==> config.mk <==
export PLATFORM = sky130hd
export DESIGN_NAME = signed_radix_to_text
export DESIGN_NICKNAME = d
export VERILOG_FILES = /design/src/rtl/core/srt_pkg.sv /design/src/rtl/core/signed_radix_to_text.sv /design/src/rtl/core/srt_div.sv
export VERILOG_INCLUDE_DIRS = /design/src /design/src/rtl/core
export SDC_FILE = /design/constraint.sdc
export NUM_CORES = 1
export LEC_CHECK = 0
export BUFFER_PORTS_ARGS = -buffer_cell sky130_fd_sc_hd__buf_2
export CORE_ASPECT_RATIO = 1.5
export CORE_MARGIN = 2
export CORE_UTILIZATION = 35
export DETAILED_ROUTE_END_ITERATION = 12
export HOLD_SLACK_MARGIN = 0.05
export SKIP_CTS_REPAIR_TIMING = 1
export SYNTH_ARGS = -nofsm -noshare
export SYNTH_HDL_FRONTEND = slang
export SYNTH_HIERARCHICAL = 1
export SYNTH_SLANG_ARGS = --single-unit
==> constraint.sdc <==
create_clock -name clk -period 7.15 [get_ports clk]
set_input_delay 1.0725 -clock clk [delete_from_list [all_inputs] [get_ports clk]]
set_output_delay 1.0725 -clock clk [all_outputs]
set_load 0.05 [all_outputs]
==> src/rtl/core/signed_radix_to_text_defines.svh <==
// Assertion macros shared by the signed_radix_to_text RTL.
// No dependencies; define NO_ASSERTIONS to compile the checks out.
`ifndef SIGNED_RADIX_TO_TEXT_DEFINES_SVH
`define SIGNED_RADIX_TO_TEXT_DEFINES_SVH
`ifndef NO_ASSERTIONS
`define SRT_ASSERT_IMP(label, ante, cons) \
    label: assert property (@(posedge clk) disable iff (!rst_n) (ante) |-> (cons)) \
        else $error("srt assertion failed");
`define SRT_ASSERT_NXT(label, ante, cons) \
    label: assert property (@(posedge clk) disable iff (!rst_n) (ante) |=> (cons)) \
        else $error("srt assertion failed");
`else
`define SRT_ASSERT_IMP(label, ante, cons)
`define SRT_ASSERT_NXT(label, ante, cons)
`endif
`endif

==> src/rtl/core/srt_pkg.sv <==
// Shared types and constants for the signed radix-to-text block.
// No dependencies.
package srt_pkg;

    localparam int CFG_DATA_BITS  = 64;
    localparam int CFG_INDEX_BITS = 2;
    localparam int COUNT_BITS     = 5;
    localparam int SYM_BITS       = 8;
    localparam int SYMBOL_SLOTS   = 16;
    localparam int DIGIT_BITS     = 4;
    // quotient bits resolved per divider cycle
    localparam int DIV_STEP_BITS  = 4;

    localparam logic [CFG_INDEX_BITS-1:0] REG_SYMBOL_COUNT = 2'd0;
    localparam logic [CFG_INDEX_BITS-1:0] REG_SYMBOLS_LOW  = 2'd1;
    localparam logic [CFG_INDEX_BITS-1:0] REG_SYMBOLS_HIGH = 2'd2;

    localparam logic [COUNT_BITS-1:0]    RESET_SYMBOL_COUNT = 5'd10;
    localparam logic [CFG_DATA_BITS-1:0] RESET_SYMBOLS_LOW  = 64'h3736353433323130;
    localparam logic [CFG_DATA_BITS-1:0] RESET_SYMBOLS_HIGH = 64'h0000000000003938;

    localparam logic [SYM_BITS-1:0] CHAR_MINUS = 8'h2D;
    localparam logic [SYM_BITS-1:0] CHAR_PLUS  = 8'h2B;
    localparam logic [SYM_BITS-1:0] CHAR_NUL   = 8'h00;

    typedef enum logic [1:0] {
        ST_IDLE,
        ST_CHECK,
        ST_DIV,
        ST_EMIT
    } srt_state_t;

    typedef struct packed {
        logic load;
        logic go;
    } div_cmd_t;

    typedef struct packed {
        logic                  done;
        logic                  quot_zero;
        logic [DIGIT_BITS-1:0] rem;
    } div_stat_t;

endpackage

==> src/rtl/core/signed_radix_to_text.sv <==
// Signed integer to text in a configurable radix. Raise start for one cycle while busy
// is low; characters then come out one per strobe, most significant first, with a
// leading '-' for negatives and last on the final one. There is no backpressure. An
// item is accepted, its alphabet is checked one symbol per cycle (each symbol compared
// against every later symbol in use), each digit is then produced by the shared
// 4-bit-per-cycle divider, and the characters are emitted one per cycle.
// A bad alphabet ends the item after the check with a single word flagged not ok.
`include "signed_radix_to_text_defines.svh"

module signed_radix_to_text import srt_pkg::*; #(
    parameter int MAX_SYMBOLS = 16,
    parameter int VALUE_BITS  = 32
) (
    input  logic                         clk,
    input  logic                         rst_n,
    input  logic                         start,
    output logic                         busy,
    input  logic signed [VALUE_BITS-1:0] value,
    input  logic                         cfg_write,
    input  logic [CFG_INDEX_BITS-1:0]    cfg_index,
    input  logic [CFG_DATA_BITS-1:0]     cfg_data,
    output logic                         strobe,
    output logic [SYM_BITS-1:0]          character,
    output logic                         last,
    output logic                         alphabet_ok
);

    localparam int ND_W = $clog2(VALUE_BITS + 1);

    srt_state_t              state_reg, state_next;
    logic [COUNT_BITS-1:0]   symbol_count_reg;
    logic [CFG_DATA_BITS-1:0] symbols_low_reg, symbols_high_reg;
    logic [DIGIT_BITS-1:0]   idx_reg, idx_next;
    logic                    sign_reg, sign_next;
    logic [ND_W-1:0]         nd_reg, nd_next;
    logic [DIGIT_BITS-1:0]   digit_reg [VALUE_BITS];
    logic                    push, pop;
    logic                    strobe_reg, strobe_next;
    logic [SYM_BITS-1:0]     character_reg, character_next;
    logic                    last_reg, last_next;
    logic                    ok_reg, ok_next;

    logic [SYM_BITS-1:0]     sym [SYMBOL_SLOTS];
    logic [SYM_BITS-1:0]     cur_sym;
    logic                    count_bad, sym_bad, idx_at_end;
    logic [VALUE_BITS-1:0]   mag;
    div_cmd_t                div_cmd;
    div_stat_t               div_stat;

    // configuration registers
    always_ff @(posedge clk or negedge rst_n)
    begin
        if (!rst_n)
        begin
            symbol_count_reg <= RESET_SYMBOL_COUNT;
            symbols_low_reg  <= RESET_SYMBOLS_LOW;
            symbols_high_reg <= RESET_SYMBOLS_HIGH;
        end
        else if (cfg_write)
        begin
            unique case (cfg_index)
                REG_SYMBOL_COUNT: symbol_count_reg <= cfg_data[COUNT_BITS-1:0];
                REG_SYMBOLS_LOW:  symbols_low_reg  <= cfg_data;
                REG_SYMBOLS_HIGH: symbols_high_reg <= cfg_data;
                default: ;
            endcase
        end
    end

    always_comb
    begin
        for (int i = 0; i < SYMBOL_SLOTS / 2; i++)
        begin
            sym[i]                    = symbols_low_reg[SYM_BITS*i +: SYM_BITS];
            sym[i + SYMBOL_SLOTS / 2] = symbols_high_reg[SYM_BITS*i +: SYM_BITS];
        end
    end

    // alphabet check: symbol idx against every later symbol in use
    assign cur_sym   = sym[idx_reg];
    assign count_bad = (symbol_count_reg < COUNT_BITS'(2)) ||
                       (symbol_count_reg > COUNT_BITS'(MAX_SYMBOLS));
    assign idx_at_end = ({1'b0, idx_reg} == symbol_count_reg - COUNT_BITS'(1));

    always_comb
    begin
        sym_bad = (cur_sym == CHAR_NUL) || (cur_sym == CHAR_PLUS) || (cur_sym == CHAR_MINUS);
        for (int j = 0; j < SYMBOL_SLOTS; j++)
        begin
            if ((COUNT_BITS'(j) > {1'b0, idx_reg}) && (COUNT_BITS'(j) < symbol_count_reg)
                && (sym[j] == cur_sym))
            begin
                sym_bad = 1'b1;
            end
        end
    end

    // magnitude at full width; the most negative value wraps to 2^(N-1) unsigned
    assign mag = value[VALUE_BITS-1] ? VALUE_BITS'(~value + 1'b1) : VALUE_BITS'(value);

    srt_div #(
        .VALUE_BITS (VALUE_BITS)
    ) u_div (
        .clk      (clk),
        .rst_n    (rst_n),
        .cmd      (div_cmd),
        .load_mag (mag),
        .radix    (symbol_count_reg),
        .stat     (div_stat)
    );

    always_comb
    begin
        state_next     = state_reg;
        idx_next       = idx_reg;
        sign_next      = sign_reg;
        nd_next        = nd_reg;
        push           = 1'b0;
        pop            = 1'b0;
        div_cmd        = '0;
        strobe_next    = 1'b0;
        character_next = character_reg;
        last_next      = last_reg;
        ok_next        = ok_reg;
        unique case (state_reg)
            ST_IDLE:
            begin
                if (start)
                begin
                    div_cmd.load = 1'b1;
                    sign_next    = value[VALUE_BITS-1];
                    nd_next      = '0;
                    idx_next     = '0;
                    state_next   = ST_CHECK;
                end
            end
            ST_CHECK:
            begin
                if (count_bad || sym_bad)
                begin
                    strobe_next    = 1'b1;
                    character_next = CHAR_NUL;
                    last_next      = 1'b1;
                    ok_next        = 1'b0;
                    state_next     = ST_IDLE;
                end
                else if (idx_at_end)
                begin
                    div_cmd.go = 1'b1;
                    state_next = ST_DIV;
                end
                else
                begin
                    idx_next = idx_reg + DIGIT_BITS'(1);
                end
            end
            ST_DIV:
            begin
                if (div_stat.done)
                begin
                    push    = 1'b1;
                    nd_next = nd_reg + ND_W'(1);
                    if (div_stat.quot_zero || (nd_reg == ND_W'(VALUE_BITS - 1)))
                    begin
                        state_next = ST_EMIT;
                    end
                    else
                    begin
                        div_cmd.go = 1'b1;
                    end
                end
            end
            ST_EMIT:
            begin
                strobe_next = 1'b1;
                ok_next     = 1'b1;
                if (sign_reg)
                begin
                    character_next = CHAR_MINUS;
                    last_next      = 1'b0;
                    sign_next      = 1'b0;
                end
                else
                begin
                    character_next = sym[digit_reg[0]];
                    last_next      = (nd_reg == ND_W'(1));
                    pop            = 1'b1;
                    nd_next        = nd_reg - ND_W'(1);
                    if (nd_reg == ND_W'(1))
                    begin
                        state_next = ST_IDLE;
                    end
                end
            end
            default: state_next = ST_IDLE;
        endcase
    end

    always_ff @(posedge clk or negedge rst_n)
    begin
        if (!rst_n)
        begin
            state_reg  <= ST_IDLE;
            strobe_reg <= 1'b0;
            nd_reg     <= '0;
            idx_reg    <= '0;
            sign_reg   <= 1'b0;
        end
        else
        begin
            state_reg  <= state_next;
            strobe_reg <= strobe_next;
            nd_reg     <= nd_next;
            idx_reg    <= idx_next;
            sign_reg   <= sign_next;
        end
    end

    // digit stack: remainders arrive least significant first, top sits at entry 0
    always_ff @(posedge clk)
    begin
        character_reg <= character_next;
        last_reg      <= last_next;
        ok_reg        <= ok_next;
        if (push)
        begin
            digit_reg[0] <= div_stat.rem;
            for (int i = 1; i < VALUE_BITS; i++)
            begin
                digit_reg[i] <= digit_reg[i-1];
            end
        end
        else if (pop)
        begin
            for (int i = 0; i < VALUE_BITS - 1; i++)
            begin
                digit_reg[i] <= digit_reg[i+1];
            end
        end
    end

    assign busy        = (state_reg != ST_IDLE);
    assign strobe      = strobe_reg;
    assign character   = character_reg;
    assign last        = last_reg;
    assign alphabet_ok = ok_reg;

    `SRT_ASSERT_IMP(a_invalid_is_last, strobe && !alphabet_ok, last && (character == CHAR_NUL))
    `SRT_ASSERT_IMP(a_emit_has_digits, state_reg == ST_EMIT, nd_reg != '0)
    `SRT_ASSERT_NXT(a_accept_to_check, start && !busy, state_reg == ST_CHECK)
    `SRT_ASSERT_IMP(a_done_only_in_div, div_stat.done, state_reg == ST_DIV)

endmodule

==> src/rtl/core/srt_div.sv <==
// Digit-serial divider by a small radix (2..16): quotient replaces the dividend.
// Depends on srt_pkg and signed_radix_to_text_defines.svh.
`include "signed_radix_to_text_defines.svh"

module srt_div import srt_pkg::*; #(
    parameter int VALUE_BITS = 32
) (
    input  logic                  clk,
    input  logic                  rst_n,
    input  div_cmd_t              cmd,
    input  logic [VALUE_BITS-1:0] load_mag,
    input  logic [COUNT_BITS-1:0] radix,
    output div_stat_t             stat
);

    localparam int PAD_BITS = ((VALUE_BITS + DIV_STEP_BITS - 1) / DIV_STEP_BITS)
                              * DIV_STEP_BITS;
    localparam int STEPS    = PAD_BITS / DIV_STEP_BITS;
    localparam int CNT_W    = $clog2(STEPS + 1);

    logic [PAD_BITS-1:0]      work_reg, work_next;
    logic [DIGIT_BITS-1:0]    rem_reg, rem_next;
    logic [CNT_W-1:0]         cnt_reg, cnt_next;
    logic                     done_reg, done_next;

    // DIV_STEP_BITS restoring steps per cycle on a 4-bit remainder
    always_comb
    begin
        logic [DIGIT_BITS-1:0]    r;
        logic [DIGIT_BITS:0]      t;
        logic [DIV_STEP_BITS-1:0] q;
        r = rem_reg;
        q = '0;
        for (int k = 0; k < DIV_STEP_BITS; k++)
        begin
            t = {r, work_reg[PAD_BITS-1-k]};
            if (t >= radix)
            begin
                q[DIV_STEP_BITS-1-k] = 1'b1;
                r = DIGIT_BITS'(t - radix);
            end
            else
            begin
                r = t[DIGIT_BITS-1:0];
            end
        end

        work_next = work_reg;
        rem_next  = rem_reg;
        cnt_next  = cnt_reg;
        done_next = 1'b0;
        if (cmd.load)
        begin
            work_next = PAD_BITS'(load_mag);
        end
        else if (cmd.go)
        begin
            rem_next = '0;
            cnt_next = CNT_W'(STEPS);
        end
        else if (cnt_reg != '0)
        begin
            work_next = {work_reg[PAD_BITS-DIV_STEP_BITS-1:0], q};
            rem_next  = r;
            cnt_next  = cnt_reg - CNT_W'(1);
            done_next = (cnt_reg == CNT_W'(1));
        end
    end

    always_ff @(posedge clk or negedge rst_n)
    begin
        if (!rst_n)
        begin
            cnt_reg  <= '0;
            done_reg <= 1'b0;
        end
        else
        begin
            cnt_reg  <= cnt_next;
            done_reg <= done_next;
        end
    end

    always_ff @(posedge clk)
    begin
        work_reg <= work_next;
        rem_reg  <= rem_next;
    end

    assign stat.done      = done_reg;
    assign stat.quot_zero = (work_reg == '0);
    assign stat.rem       = rem_reg;

    `SRT_ASSERT_IMP(a_go_when_idle, cmd.go, cnt_reg == '0)
    `SRT_ASSERT_IMP(a_done_after_last, done_reg, $past(cnt_reg) == CNT_W'(1))
    `SRT_ASSERT_IMP(a_rem_below_radix, done_reg, {1'b0, rem_reg} < radix)

endmodule
Word level (Yosys, flattened, before mapping)
Memory sizes are Yosys's and may differ from the RTL's.
Index checks and enable logic that the tools add are counted.
{"block": "op_classes", "n_addsub": 10, "n_lt_le_gt_ge": 38, "eq_ne": 36, "mux": 114, "bitwise": 35, "reduce_logical": 57}
{"operator": "$mux W4", "n": 41}
{"operator": "$mux W32", "n": 4}
{"operator": "$eq A8 B8 Y1", "n": 15}
{"operator": "$bmux W8 S4", "n": 2}
{"operator": "$mux W8", "n": 6}
{"operator": "$mux W1", "n": 42}
{"operator": "$lt A4 B5 Y1 const A", "n": 8}
{"operator": "$add A32 B1 Y32 const B", "n": 1}
{"operator": "$gt A4 B4 Y1 const A", "n": 8}
{"operator": "$logic_not A32 Y1", "n": 1}
{"operator": "$not A32 Y32", "n": 1}
{"operator": "$or A1 B1 Y1", "n": 31}
{"operator": "$logic_and A1 B1 Y1", "n": 30}
{"operator": "$ge A5 B5 Y1", "n": 4}
{"operator": "$lt A3 B5 Y1 const A", "n": 4}
{"operator": "$mux W6", "n": 3}
{"operator": "$pmux W6 S3", "n": 1}
{"operator": "$eq A8 B6 Y1 const B", "n": 2}
{"operator": "$gt A3 B4 Y1 const A", "n": 4}
{"operator": "$pmux W8 S2", "n": 1}
{"operator": "$sub A4 B4 Y4", "n": 4}
{"operator": "$mux W2", "n": 7}
{"operator": "$ne A2 B2 Y1 const B", "n": 7}
{"operator": "$reduce_and A2 Y1", "n": 7}
{"operator": "33 further kinds", "n": 56}
{"block": "totals", "register_bits": 198, "mem_bits_rw": 128, "inputBits": 102, "out_inout_bits": 12, "word_cells": 306, "n_memories": 1}
{"name": "digit_reg", "depth": 32, "word_bits": 4, "rd": 32, "rd_ports_with_merged_regs": 0, "wr": 32, "line": "signed_radix_to_text.sv:36", "rtl": "logic [DIGIT_BITS-1:0] digit_reg [VALUE_BITS];"}

Longest topological paths before layout
Gate-level depths: netlist of the first run.
{"block": "depth", "depth_word": 27, "ltp_mapped": 24, "depth_no_buf": 24}

Modules after synthesis
The synthesis of the first run kept the hierarchy.
{"module": "signed_radix_to_text", "n_inst": 1, "cells_per_inst": 1228, "area_each_um2": 16405.7, "seq_area_each_um2": 7868.8}
{"module": "srt_div", "n_inst": 1, "cells_per_inst": 234, "area_each_um2": 2782.7, "seq_area_each_um2": 1206.2}

Least setup slack after synthesis of the first run
OpenSTA, ideal clock, no wires.
{"block": "synth_timing", "path_type": "register to register", "from": "register symbol_count_reg[1]", "to": "register u_div.rem_reg[2], data pin", "setup_ns": 0.261, "arrival_time_ns": 5.148, "required_time_ns": 6.889, "path_slack_ns": 1.741, "stages_incl_launch_ff": 23, "path_buffers": 0, "synth_period_minus_slack_ns": 5.409, "path_cell_list": "dfstp_2 inv_1 ha_1 nand2_1 o21ai_1 a21o_1 mux2_1 ha_1 and2_1 a21o_1 mux2i_1 ha_1 a21o_1 a31oi_2 o21ai_4 mux2_4 inv_1 ha_1 nor2b_1 o21ai_1 a31o_2 nand2_1 o311a_1"}
{"block": "synth_via", "elab_chain_cells": 21, "word_cells_on_any_way": 82, "cone_classes": "add/sub: 5; order compare: 21; eq/ne: 1; mux: 23; reduce/logical: 32"}
{"element": "from (decl)", "line": "signed_radix_to_text.sv:31", "rtl": "logic [COUNT_BITS-1:0] symbol_count_reg;"}
{"element": "from (signal assigned)", "line": "signed_radix_to_text.sv:62", "rtl": "REG_SYMBOL_COUNT: symbol_count_reg <= cfg_data[COUNT_BITS-1:0];"}
{"element": "$lt A1 B5 Y1", "line": "signed_radix_to_text.sv:90", "rtl": "if ((COUNT_BITS'(j) > {1'b0, idx_reg}) && (COUNT_BITS'(j) < symbol_count_reg)"}
{"element": "$logic_and A1 B1 Y1", "line": "signed_radix_to_text.sv:90"}
{"element": "$logic_and A1 B1 Y1", "line": "signed_radix_to_text.sv:91", "rtl": "&& (sym[j] == cur_sym))"}
{"element": "$mux W1 (15 in a row)", "line": "signed_radix_to_text.sv:90"}
{"element": "$logic_or A1 B1 Y1", "line": "signed_radix_to_text.sv:139", "rtl": "if (count_bad || sym_bad)"}
{"element": "$mux W1", "line": "signed_radix_to_text.sv:139"}
{"element": "$pmux W1 S2", "line": "signed_radix_to_text.sv:125", "rtl": "unique case (state_reg)"}
{"element": "to (signal assigned)", "line": "srt_div.sv:87", "rtl": "rem_reg <= rem_next;"}
{"element": "to (decl)", "line": "srt_div.sv:22", "rtl": "logic [DIGIT_BITS-1:0] rem_reg, rem_next;"}
Several ways; a longest one is shown, not always the timed one. The select of a mux whose other input is x is not followed.
A chain may end at the register's enable or synchronous reset.

Worst setup path after layout of the first run
Ends and elaborated chain as after synthesis.

==> results.ini, run 1 <==
[outcome]
status = complete, no violations

[grt]
grt_pass1_wl_um = 78500
antenna_found_initial = 5
grt_pass1_vias = 13400
track_usage_pct = 17.7
grt.overflow.total = 0
grt_max_degree = 89

[timing]
slew_headroom_pct = 21.6
rsz0062_at_grt = no
fin_crit_ns = 6.26
fin_tns_setup_ns = 0
hold_ws_ns = 0.456
max_freq_mhz = 160
slew_viol_final = 0
finClkSkew_ns = 0.0115
fin_crit_sh_pct = 87.6
worst_pin_slew_ns = 1.15
hold_violations = 0
setup_violations = 0

[cells_and_area]
layout-drive-gt1-share_pct = 38.3
area_growth_pct = 12.1
final_nets = 1691
antenna_cells = 0
largest_reg_flops = 128

[yosys]
netlist_area_sq_um = 19200
ys_ff_latch = 326
synth_edf_count = 174
yosysTopAreaCell = edfxtp_1
syn_nets = 1605
yosysSeqAreaShare_pct = 47.3
synth_top_area_share_pct = 27.2
syn_inst = 1462
synth_area_per_cell_sq_um = 13.1
synthArstFlopShare_pct = 46.6
synthTopCellsByArea = edfxtp_1 27%, mux2_2 17%, dfrtp_1 15%
ys_types = 89
yosys_warnings = 6
synthFlopType = edfxtp_1

[drt]
routed_via_density = 5.54
vias = 12600
wl_um = 50100
drt_pass1_iterations = 7
wl_per_cell_um = 22.1
drc = 0
drt_iter0_drc = 762
ant_nets = 0

[floorplanning]
rows = 105
die_h_um = 291
top_level_ports = 114
dieWidth_um = 195
start_util_pct = 35.3
design.die.area_sq_um = 56800
coreArea_sq_um = 54400

[place]
port_buffers = 113
gp_congestion = 0.946
dp_hpwl_um = 36600

[setup_path]
crit_path_cell_trace = inv_1, ha_1, nand2_1, o21ai_1, a21o_1, a21oi_1, inv_1, ha_1, nand2_1, o21ai_1, a21o_1, mux2i_1, ha_1, a21o_1, a31oi_2, o21ai_4, mux2_4, inv_1, ha_1, nor2b_1, o21ai_1, a31o_2, nand2_1, o311a_1
cpMostUsedCell = ha_1
path_max_fanout = 12
slowest_delay_ns = 0.67
crit_path_top_delay_cell = dfstp_2
start_kind = flop
required_ns = 7.44
end_kind = flop
worst_path_dominant_cell_family = compound AO/OA/AOI/OAI gates
worstSetupPathType = reg -> reg
arrival_ns = 6.56
critical_path_buf_inv_count = 3

[power]
total_leakage_power_nw = 7.49
vdd_drop_max_v = 0.000141
power_density_nw_per_um2 = 268

[clock_network]
cts.path.max_buffers = 3
cts_tree = done
clock-sinks = 326
path_clk_slew_ns = 0.07
cts_buffers = 35
htree_levels = 2
clk_latency_ns = 0.54
clockRootBuffer = clkbuf_16

[run]
drv_cap = 0

[worst_hold_path]
min_path_type = reg -> reg

## synth_stat cells, types with 27 or more instances
cell type  instances
nor2_1            39
nand2_1           48
mux2_2           296
edfxtp_1         174
inv_1             44
a21oi_1           28
clkbuf_1          54
xnor2_1           96
dfrtp_1          115
o21ai_0           37
mux4_2            58
nand3_1           27
xor2_1            57
dfstp_2           37
mux2i_1           28
ha_1              37
## layout by cell type (no fill, tap or decap), drive strengths merged, types with 22 or more instances in the layout
cell type	instances
a21oi	31
nand3	28
nor4	22
xnor2	96
dfstp	37
inv	49
mux4	58
buf	130
o21ai	47
ha	37
edfxtp	174
dfrtp	115
mux2	302
clkbuf	45
nand2	48
nor2	39
xor2	57
mux2i	29
## metal layers
| layer | track usage (%) | wire, um |
|---|---|---|
| met5 | 0 | 63 |
| met3 | 3.06 | 2210 |
| met1 | 20.9 | 20200 |
| met4 | 8.83 | 2590 |
| met2 | 30.9 | 25000 |
## kinds of logic (layout without fill, tap and decap cells)
family | after synthesis | after routing | synth area share (%)
and+or+nand+nor | 240 | 240 | 6.72
xor gates and xnor gates | 153 | 153 | 6.98
buffers and inverters | 128 | 241 | 3.02
adders and majority gates | 41 | 41 | 2.83
muxes | 389 | 389 | 26.1
AOI/OAI and AO/OA | 185 | 185 | 7.00
DFF | 326 | 326 | 47.3
## final cells by class
cell class                 instances  area (sq um)
tap                              695           870
multi-input combinational       1008          9560
sequential                       326          9080
inverter                          47           176
clock inverter                    19           208
fill                            5226         32900
clock buffer                      45           923
timing repair buffer             130           699
## worst paths after layout
check | to | from | slack [ns] | depth (start not counted)
setup / recovery | u_div/rem_reg[2]$_SDFFCE_PP0P_ | symbol_count_reg[1]$_DFFE_PN1P_ | 0.89 | 24
hold / removal | digit_reg[3][31]$_DFFE_PP_ | digit_reg[3][27]$_DFFE_PP_ | 0.46 | 0
setup reg to reg | u_div/rem_reg[2]$_SDFFCE_PP0P_ | symbol_count_reg[1]$_DFFE_PN1P_ | 0.89 | 24
hold reg to reg | digit_reg[3][31]$_DFFE_PP_ | digit_reg[3][27]$_DFFE_PP_ | 0.46 | 0
max in group asynchronous | idx_reg[0]$_DFFE_PN0P_ | rst_n | 5.06 | 2
min in group asynchronous | symbols_low_reg[9]$_DFFE_PN0P_ | rst_n | 0.58 | 1
## metrics by stage
stage	instance area (sq um)	total power, mW	std cells	setup slack, ns	utilization, %
after detailed placement	20400	3.95	2206	0.962	37.5
after global placement	20400	3.91	2206	1.11	37.5
after global routing	21500	6.02	2270	0.485	39.5
final	21500	5.76	2270	0.886	39.5
after floorplan	19200	3.51	1462	1.74	-
after CTS	21500	5.81	2270	0.956	39.5
## where the power goes
group / switching (mW) / internal (mW)
combinational: 0.802 / 0.729
clock: 0.786 / 1.04
sequential: 0.224 / 2.18
total: 1.81 / 3.95
(Power assumes the default switching activity.)
==> run 2: changes to the inputs <==
--- a/config.mk
+++ b/config.mk
@@ -10,6 +10,7 @@
 export CORE_ASPECT_RATIO = 1.5
 export CORE_MARGIN = 2
 export CORE_UTILIZATION = 35
+export CTS_BUF_LIST = sky130_fd_sc_hd__clkbuf_8
 export DETAILED_ROUTE_END_ITERATION = 12
 export HOLD_SLACK_MARGIN = 0.05
 export SKIP_CTS_REPAIR_TIMING = 1
==> run 2 against run 1 <==
Against the previous run: final area did not move; sequential share of layout area unchanged; final cell count up 1.5%; via count up 0.82%; combinational power is essentially flat; highest routed layer unchanged; clock skew is 0.036 ns higher; power down 1.3%; sequential power barely moved; non-clock buffer count is the same; wire length is 0.90% higher; sequential cell count unchanged; register-to-register slack hardly changed.
==> results.ini, run 2 (synthesis gave the netlist of run 1 again) <==
[floorplanning]
start_util_pct = 35.3  ; unchanged
die_h_um = 291  ; unchanged
coreArea_sq_um = 54400  ; unchanged
dieWidth_um = 195  ; unchanged
design.die.area_sq_um = 56800  ; unchanged
rows = 105  ; unchanged
top_level_ports = 114  ; unchanged

[setup_path]
crit_path_top_delay_cell = dfstp_2
required_ns = 7.55  ; +0.11 ns
worst_path_dominant_cell_family = compound AO/OA/AOI/OAI gates
path_max_fanout = 12  ; unchanged
r2r_setup_slack_ns = 0.87  ; about the same
worstSetupPathType = reg -> reg
end_kind = flop
reg2reg_to = u_div/rem_reg[2]$_SDFFCE_PP0P_
start_kind = flop
critical_path_buf_inv_count = 3  ; unchanged
slowest_delay_ns = 0.67  ; about the same
ff2ff_path_depth = 24  ; unchanged
crit_path_cell_trace = inv_1, ha_1, nand2_1, o21ai_1, a21o_1, a21oi_1, inv_1, ha_1, nand2_1, o21ai_1, a21o_1, mux2i_1, ha_1, a21o_1, a31oi_2, o21ai_4, mux2_4, inv_1, ha_1, nor2b_1, o21ai_1, a31o_2, nand2_1, o311a_1
cpMostUsedCell = ha_1
arrival_ns = 6.68  ; +0.12 ns
timing.rr.start = symbol_count_reg[1]$_DFFE_PN1P_

[drt]
ant_nets = 0  ; unchanged
drt_iter0_drc = 743  ; -2.5%
drt_pass1_iterations = 5  ; -2
drc = 0  ; unchanged
wl_um = 50500  ; +0.90%
routed_via_density = 5.50  ; -0.63%
vias = 12700  ; +0.82%
wl_per_cell_um = 21.9  ; -0.55%

[cells_and_area]
layout_commonest_cell = mux2_2
final_cells = 2303  ; +1.5%
nFillCells = 5253  ; +0.52%
multi_input_area_sq_um = 9560  ; unchanged
area_growth_pct = 12.1  ; unchanged
largest_reg_flops = 128  ; unchanged
final_cell_mix = 296 x mux2_2, 174 x edfxtp_1, 114 x dfrtp_1
final_nets = 1708  ; +1.0%
stdcell_area_sq_um = 21500  ; unchanged
regArea_sq_um = 9080  ; unchanged
layout-drive-gt1-share_pct = 39.3  ; +0.98 points

[clock_network]
htree_levels = 2  ; unchanged
clockRootBuffer = clkbuf_8
clock-sinks = 326  ; unchanged
cts_buffers = 52  ; +49%
cts.path.max_buffers = 3  ; unchanged
cts_tree = done
path_clk_slew_ns = 0.07  ; about the same
clk_latency_ns = 0.65  ; +0.11 ns

[grt]
grt_pass1_wl_um = 78800  ; +0.39%
track_usage_pct = 17.7  ; +0.059 points
grt_pass1_vias = 13600  ; +1.2%
grt_max_degree = 89  ; unchanged
grt.overflow.total = 0  ; unchanged
antenna_found_initial = 6  ; +1

[place]
port_buffers = 113  ; unchanged
dp_hpwl_um = 36600  ; unchanged
dpl-instance-area_sq_um = 20400  ; unchanged
gp_congestion = 0.946  ; unchanged
dp.cells = 2206  ; unchanged
dpl_worst_slack_ns = 0.962  ; unchanged

[timing]
rsz0062_at_grt = no
fin_tns_setup_ns = 0  ; unchanged
setup_violations = 0  ; unchanged
fin_crit_ns = 6.28  ; +0.0131 ns
fin_ws_ns = 0.873  ; -0.0131 ns
slew_headroom_pct = 22.3  ; +0.74 points
hold_violations = 0  ; unchanged
hold_ws_ns = 0.457  ; +0.00111 ns
slew_viol_final = 0  ; unchanged
finClkSkew_ns = 0.0476  ; +0.0361 ns
worst_pin_slew_ns = 1.16  ; +0.0157 ns
fin_crit_sh_pct = 87.8  ; +0.18 points
max_freq_mhz = 159  ; -0.21%

[power]
power_density_nw_per_um2 = 264  ; -1.3%
total_leakage_power_nw = 7.57  ; +1.1%
vdd_drop_max_v = 0.000155  ; +9.4%

[worst_hold_path]
min_path_type = reg -> reg
min_to = digit_reg[3][29]$_DFFE_PP_
hold_depth = 0  ; unchanged
min_from = digit_reg[3][25]$_DFFE_PP_

[outcome]
status = complete, no violations

[run]
drv_cap = 0  ; unchanged

run 2: how the worst max path moves through the flow:
stage | from | to | cells past startpoint
2_1_floorplan | symbol_count_reg[1]$_DFFE_PN1P_ | u_div/rem_reg[2]$_SDFFCE_PP0P_ | 22
3_3_place_gp | symbol_count_reg[1]$_DFFE_PN1P_ | u_div/rem_reg[2]$_SDFFCE_PP0P_ | 23
3_5_place_dp | symbol_count_reg[1]$_DFFE_PN1P_ | u_div/rem_reg[2]$_SDFFCE_PP0P_ | 24
4_1_cts | symbol_count_reg[1]$_DFFE_PN1P_ | u_div/rem_reg[2]$_SDFFCE_PP0P_ | 24
5_1_grt | symbol_count_reg[1]$_DFFE_PN1P_ | u_div/rem_reg[2]$_SDFFCE_PP0P_ | 23
6_report | symbol_count_reg[1]$_DFFE_PN1P_ | u_div/rem_reg[2]$_SDFFCE_PP0P_ | 24
run 2: report_power, final:
part | leakage, nW | internal, mW | switching [mW]
logic | 3.76 | 0.729 | 0.801
registers | 3.19 | 2.18 | 0.226
clock network | 0.626 | 0.941 | 0.809
total | 7.57 | 3.85 | 1.84
run 2: metrics by stage:
step	utilization, %	power [mW]
4_1_cts	39.5	5.73
5_1_grt	39.5	5.95
2_1_floorplan	-	3.51
6_report	39.5	5.69
3_3_place_gp	37.5	3.91
3_5_place_dp	37.5	3.95
run 2: metal layers:
metal  up-vias  track usage (%)  share of wire, %
li1       5764                -                 -
met1      6410             20.8                40
met2       340             31.0                50
met3       148             3.12               4.6
met4        10             9.07               5.0
met5         -                0              0.10
run 2: area by class of cell:
cell class,instances,area share (%)
clock buffers,58,3.71
inverters,47,0.820
multi-input cells,1008,44.4
repair buffers,130,3.25
flip-flops and latches,326,42.2
diodes,1,0.0116
well taps,695,4.04
clock inverters,38,1.54
run 2: worst register-to-register path: cells and delay by family (launching register included):
family / cells / cell delay (ns)
fa+ha+maj: 4 / 1.23
compound gates: 11 / 2.71
buf+inv: 3 / 0.42
flops: 1 / 0.67
mux: 2 / 0.57
simple gates: 4 / 0.42
==> run 3: changes to the inputs <==
--- a/config.mk
+++ b/config.mk
@@ -6,13 +6,15 @@
 export SDC_FILE = /design/constraint.sdc
 export NUM_CORES = 1
 export LEC_CHECK = 0
+export ABC_CLOCK_PERIOD_IN_PS = 7150
 export BUFFER_PORTS_ARGS = -buffer_cell sky130_fd_sc_hd__buf_2
 export CORE_ASPECT_RATIO = 1.5
 export CORE_MARGIN = 2
-export CORE_UTILIZATION = 35
+export CORE_UTILIZATION = 55
 export CTS_BUF_LIST = sky130_fd_sc_hd__clkbuf_8
 export DETAILED_ROUTE_END_ITERATION = 12
 export HOLD_SLACK_MARGIN = 0.05
+export PLACE_DENSITY = 0.73
 export SKIP_CTS_REPAIR_TIMING = 1
 export SYNTH_ARGS = -nofsm -noshare
 export SYNTH_HDL_FRONTEND = slang
==> run 3 against run 2 <==
Against the previous run: clock power is 11% lower; via count rose by 0.20%; power shrank 3.0%; count of clock-buffer cells in the layout down 3; sequential share of layout area grew 0.88 points; fmax is 1.4% higher; global-route usage grew 9.0 points; non-clock buffer count up 2; critical path type unchanged; first-iteration DRC count rose by 33%; worst setup slack better by 0.085 ns.
==> results.ini, run 3 (synthesis gave the netlist of run 1 again) <==
[outcome]
status = complete, no violations

[setup_path]
crit_path_cell_trace = inv_1, ha_1, nand2_1, o21ai_1, a21o_1, mux2_1, ha_1, and2_1, a21o_1, mux2i_1, ha_1, a21o_1, a31oi_2, o21ai_4, mux2_4, inv_1, ha_1, nor2b_1, o21ai_1, a31o_2, nand2_1, mux2_2
crit_path_top_delay_cell = dfstp_2
timing.rr.start = symbol_count_reg[1]$_DFFE_PN1P_
startpoint = symbol_count_reg[1]$_DFFE_PN1P_
worst_path_dominant_cell_family = compound AO/OA/AOI/OAI gates
path_max_fanout = 12  ; unchanged
cpMostUsedCell = ha_1
worstSetupPathType = reg -> reg
required_ns = 7.48  ; -0.07 ns
start_kind = flop
arrival_ns = 6.52  ; -0.16 ns
end_kind = flop
critical_path_buf_inv_count = 2  ; -1
slowest_delay_ns = 0.69  ; +0.02 ns

[floorplanning]
die_h_um = 233  ; -20%
coreArea_sq_um = 34300  ; -37%
start_util_pct = 56.0  ; +21 points
top_level_ports = 114  ; unchanged
design.die.area_sq_um = 36400  ; -36%
rows = 83  ; -21%
dieWidth_um = 157  ; -20%

[place]
port_buffers = 113  ; unchanged
dp_hpwl_um = 35100  ; -4.1%
dpl-instance-area_sq_um = 20100  ; -1.6%
gp_congestion = 0.984  ; +4.0%

[timing]
fin_tns_setup_ns = 0  ; unchanged
finClkSkew_ns = 0.0463  ; -0.00133 ns
slew_viol_final = 0  ; unchanged
max_freq_mhz = 162  ; +1.4%
setup_violations = 0  ; unchanged
rsz0062_at_grt = no
fin_crit_ns = 6.19  ; -0.0851 ns
slew_headroom_pct = 29.5  ; +7.2 points
worst_pin_slew_ns = 1.06  ; -0.105 ns
hold_violations = 0  ; unchanged
fin_crit_sh_pct = 86.6  ; -1.2 points

[grt]
antenna_found_initial = 1  ; -5
track_usage_pct = 26.7  ; +9.0 points
grt_pass1_wl_um = 73700  ; -6.4%
grt_max_degree = 84  ; -5.6%
grt_pass1_vias = 13100  ; -3.2%
grt.overflow.total = 0  ; unchanged

[cells_and_area]
final_cell_mix = 296 x mux2_2, 174 x edfxtp_1, 114 x dfrtp_1
regArea_sq_um = 9080  ; unchanged
stdcell_area_sq_um = 21100  ; -2.0%
layout-drive-gt1-share_pct = 38.8  ; -0.44 points
fin_util_pct = 61.5  ; +22 points
largest_reg_flops = 128  ; unchanged
nFillCells = 2755  ; -48%
layout_commonest_cell = mux2_2
final_nets = 1708  ; unchanged
multi_input_area_sq_um = 9550  ; about the same
area_growth_pct = 9.81

[clock_network]
htree_levels = 2  ; unchanged
clockRootBuffer = clkbuf_8
clock-sinks = 326  ; unchanged
path_clk_slew_ns = 0.07  ; about the same
cts_buffers = 50  ; -3.8%
clk_latency_ns = 0.62  ; -0.03 ns
cts.path.max_buffers = 3  ; unchanged
cts_tree = done

[worst_hold_path]
min_from = digit_reg[3][24]$_DFFE_PP_
min_path_type = reg -> reg

[run]
drv_cap = 0  ; unchanged

[drt]
routed_via_density = 6.25  ; +14%
drt_pass1_iterations = 5  ; unchanged
ant_nets = 0  ; unchanged
drc = 0  ; unchanged
vias = 12700  ; +0.20%
drt_iter0_drc = 985  ; +33%
wl_um = 47700  ; -5.6%
wl_per_cell_um = 23.5  ; +6.9%

[power]
power_density_nw_per_um2 = 262  ; -0.98%
vdd_drop_max_v = 0.000191  ; +24%
finalPower_mw = 5.51  ; -3.0%
total_leakage_power_nw = 7.53  ; -0.48%

-- run 3: changes by cell type in the layout (fill, tap and decap cells not counted) --
cell       delta
inv_1         +4
clkbuf_8      -3
buf_4         +2
bufinv_16     -2
clkinv_1      +2
clkinv_2      -2
inv_6         +2
clkinv_4      -1
inv_16        -1
inv_8         -1
nor3b_1       +1
nor3b_2       -1
-- run 3: final timing paths --
path / cells after the start / slack [ns] / end
min in group asynchronous: 1 / 0.51 / symbols_low_reg[55]$_DFFE_PN0P_
hold / removal: 0 / 0.46 / digit_reg[3][28]$_DFFE_PP_
hold reg to reg: 0 / 0.46 / digit_reg[3][28]$_DFFE_PP_
setup / recovery: 22 / 0.96 / u_div/work_reg[0]$_DFFE_PP_
setup reg to reg: 22 / 0.96 / u_div/work_reg[0]$_DFFE_PP_
max in group asynchronous: 2 / 5.21 / symbols_high_reg[40]$_DFFE_PN0P_
-- run 3: through the flow --
step / std cells / hold slack, ns / setup slack [ns]
4_1_cts: 2032 / 0.469 / 0.973
3_5_place_dp: 1938 / 0.440 / 1.06
2_1_floorplan: 1462 / 0.422 / 1.74
6_report: 2033 / 0.461 / 0.958
5_1_grt: 2033 / 0.472 / 0.525
3_3_place_gp: 1938 / 0.438 / 1.11
-- run 3: report_power, final --
group	internal (mW)	switching, mW	total (mW)
registers	2.18	0.230	2.41
clock network	0.825	0.739	1.56
logic	0.728	0.813	1.54
-- run 3: cell type report --
| type | instances | area share [%] |
|---|---|---|
| clock inverter | 39 | 1.24 |
| clock buffer | 55 | 3.59 |
| sequential | 326 | 43.1 |
| inverter | 47 | 0.837 |
| timing repair buffer | 132 | 3.39 |
| antenna | 1 | 0.0119 |
| tap | 425 | 2.52 |
| multi-input combinational | 1008 | 45.3 |
-- run 3: metal layers --
| layer | track usage, % | up-vias | routed length (um) |
|---|---|---|---|
| li1 | - | 5780 | - |
| met1 | 29.2 | 6334 | 17300 |
| met2 | 48.2 | 416 | 25300 |
| met3 | 3.26 | 167 | 1790 |
| met4 | 17.6 | 0 | 3340 |
| met5 | 0 | - | 0 |
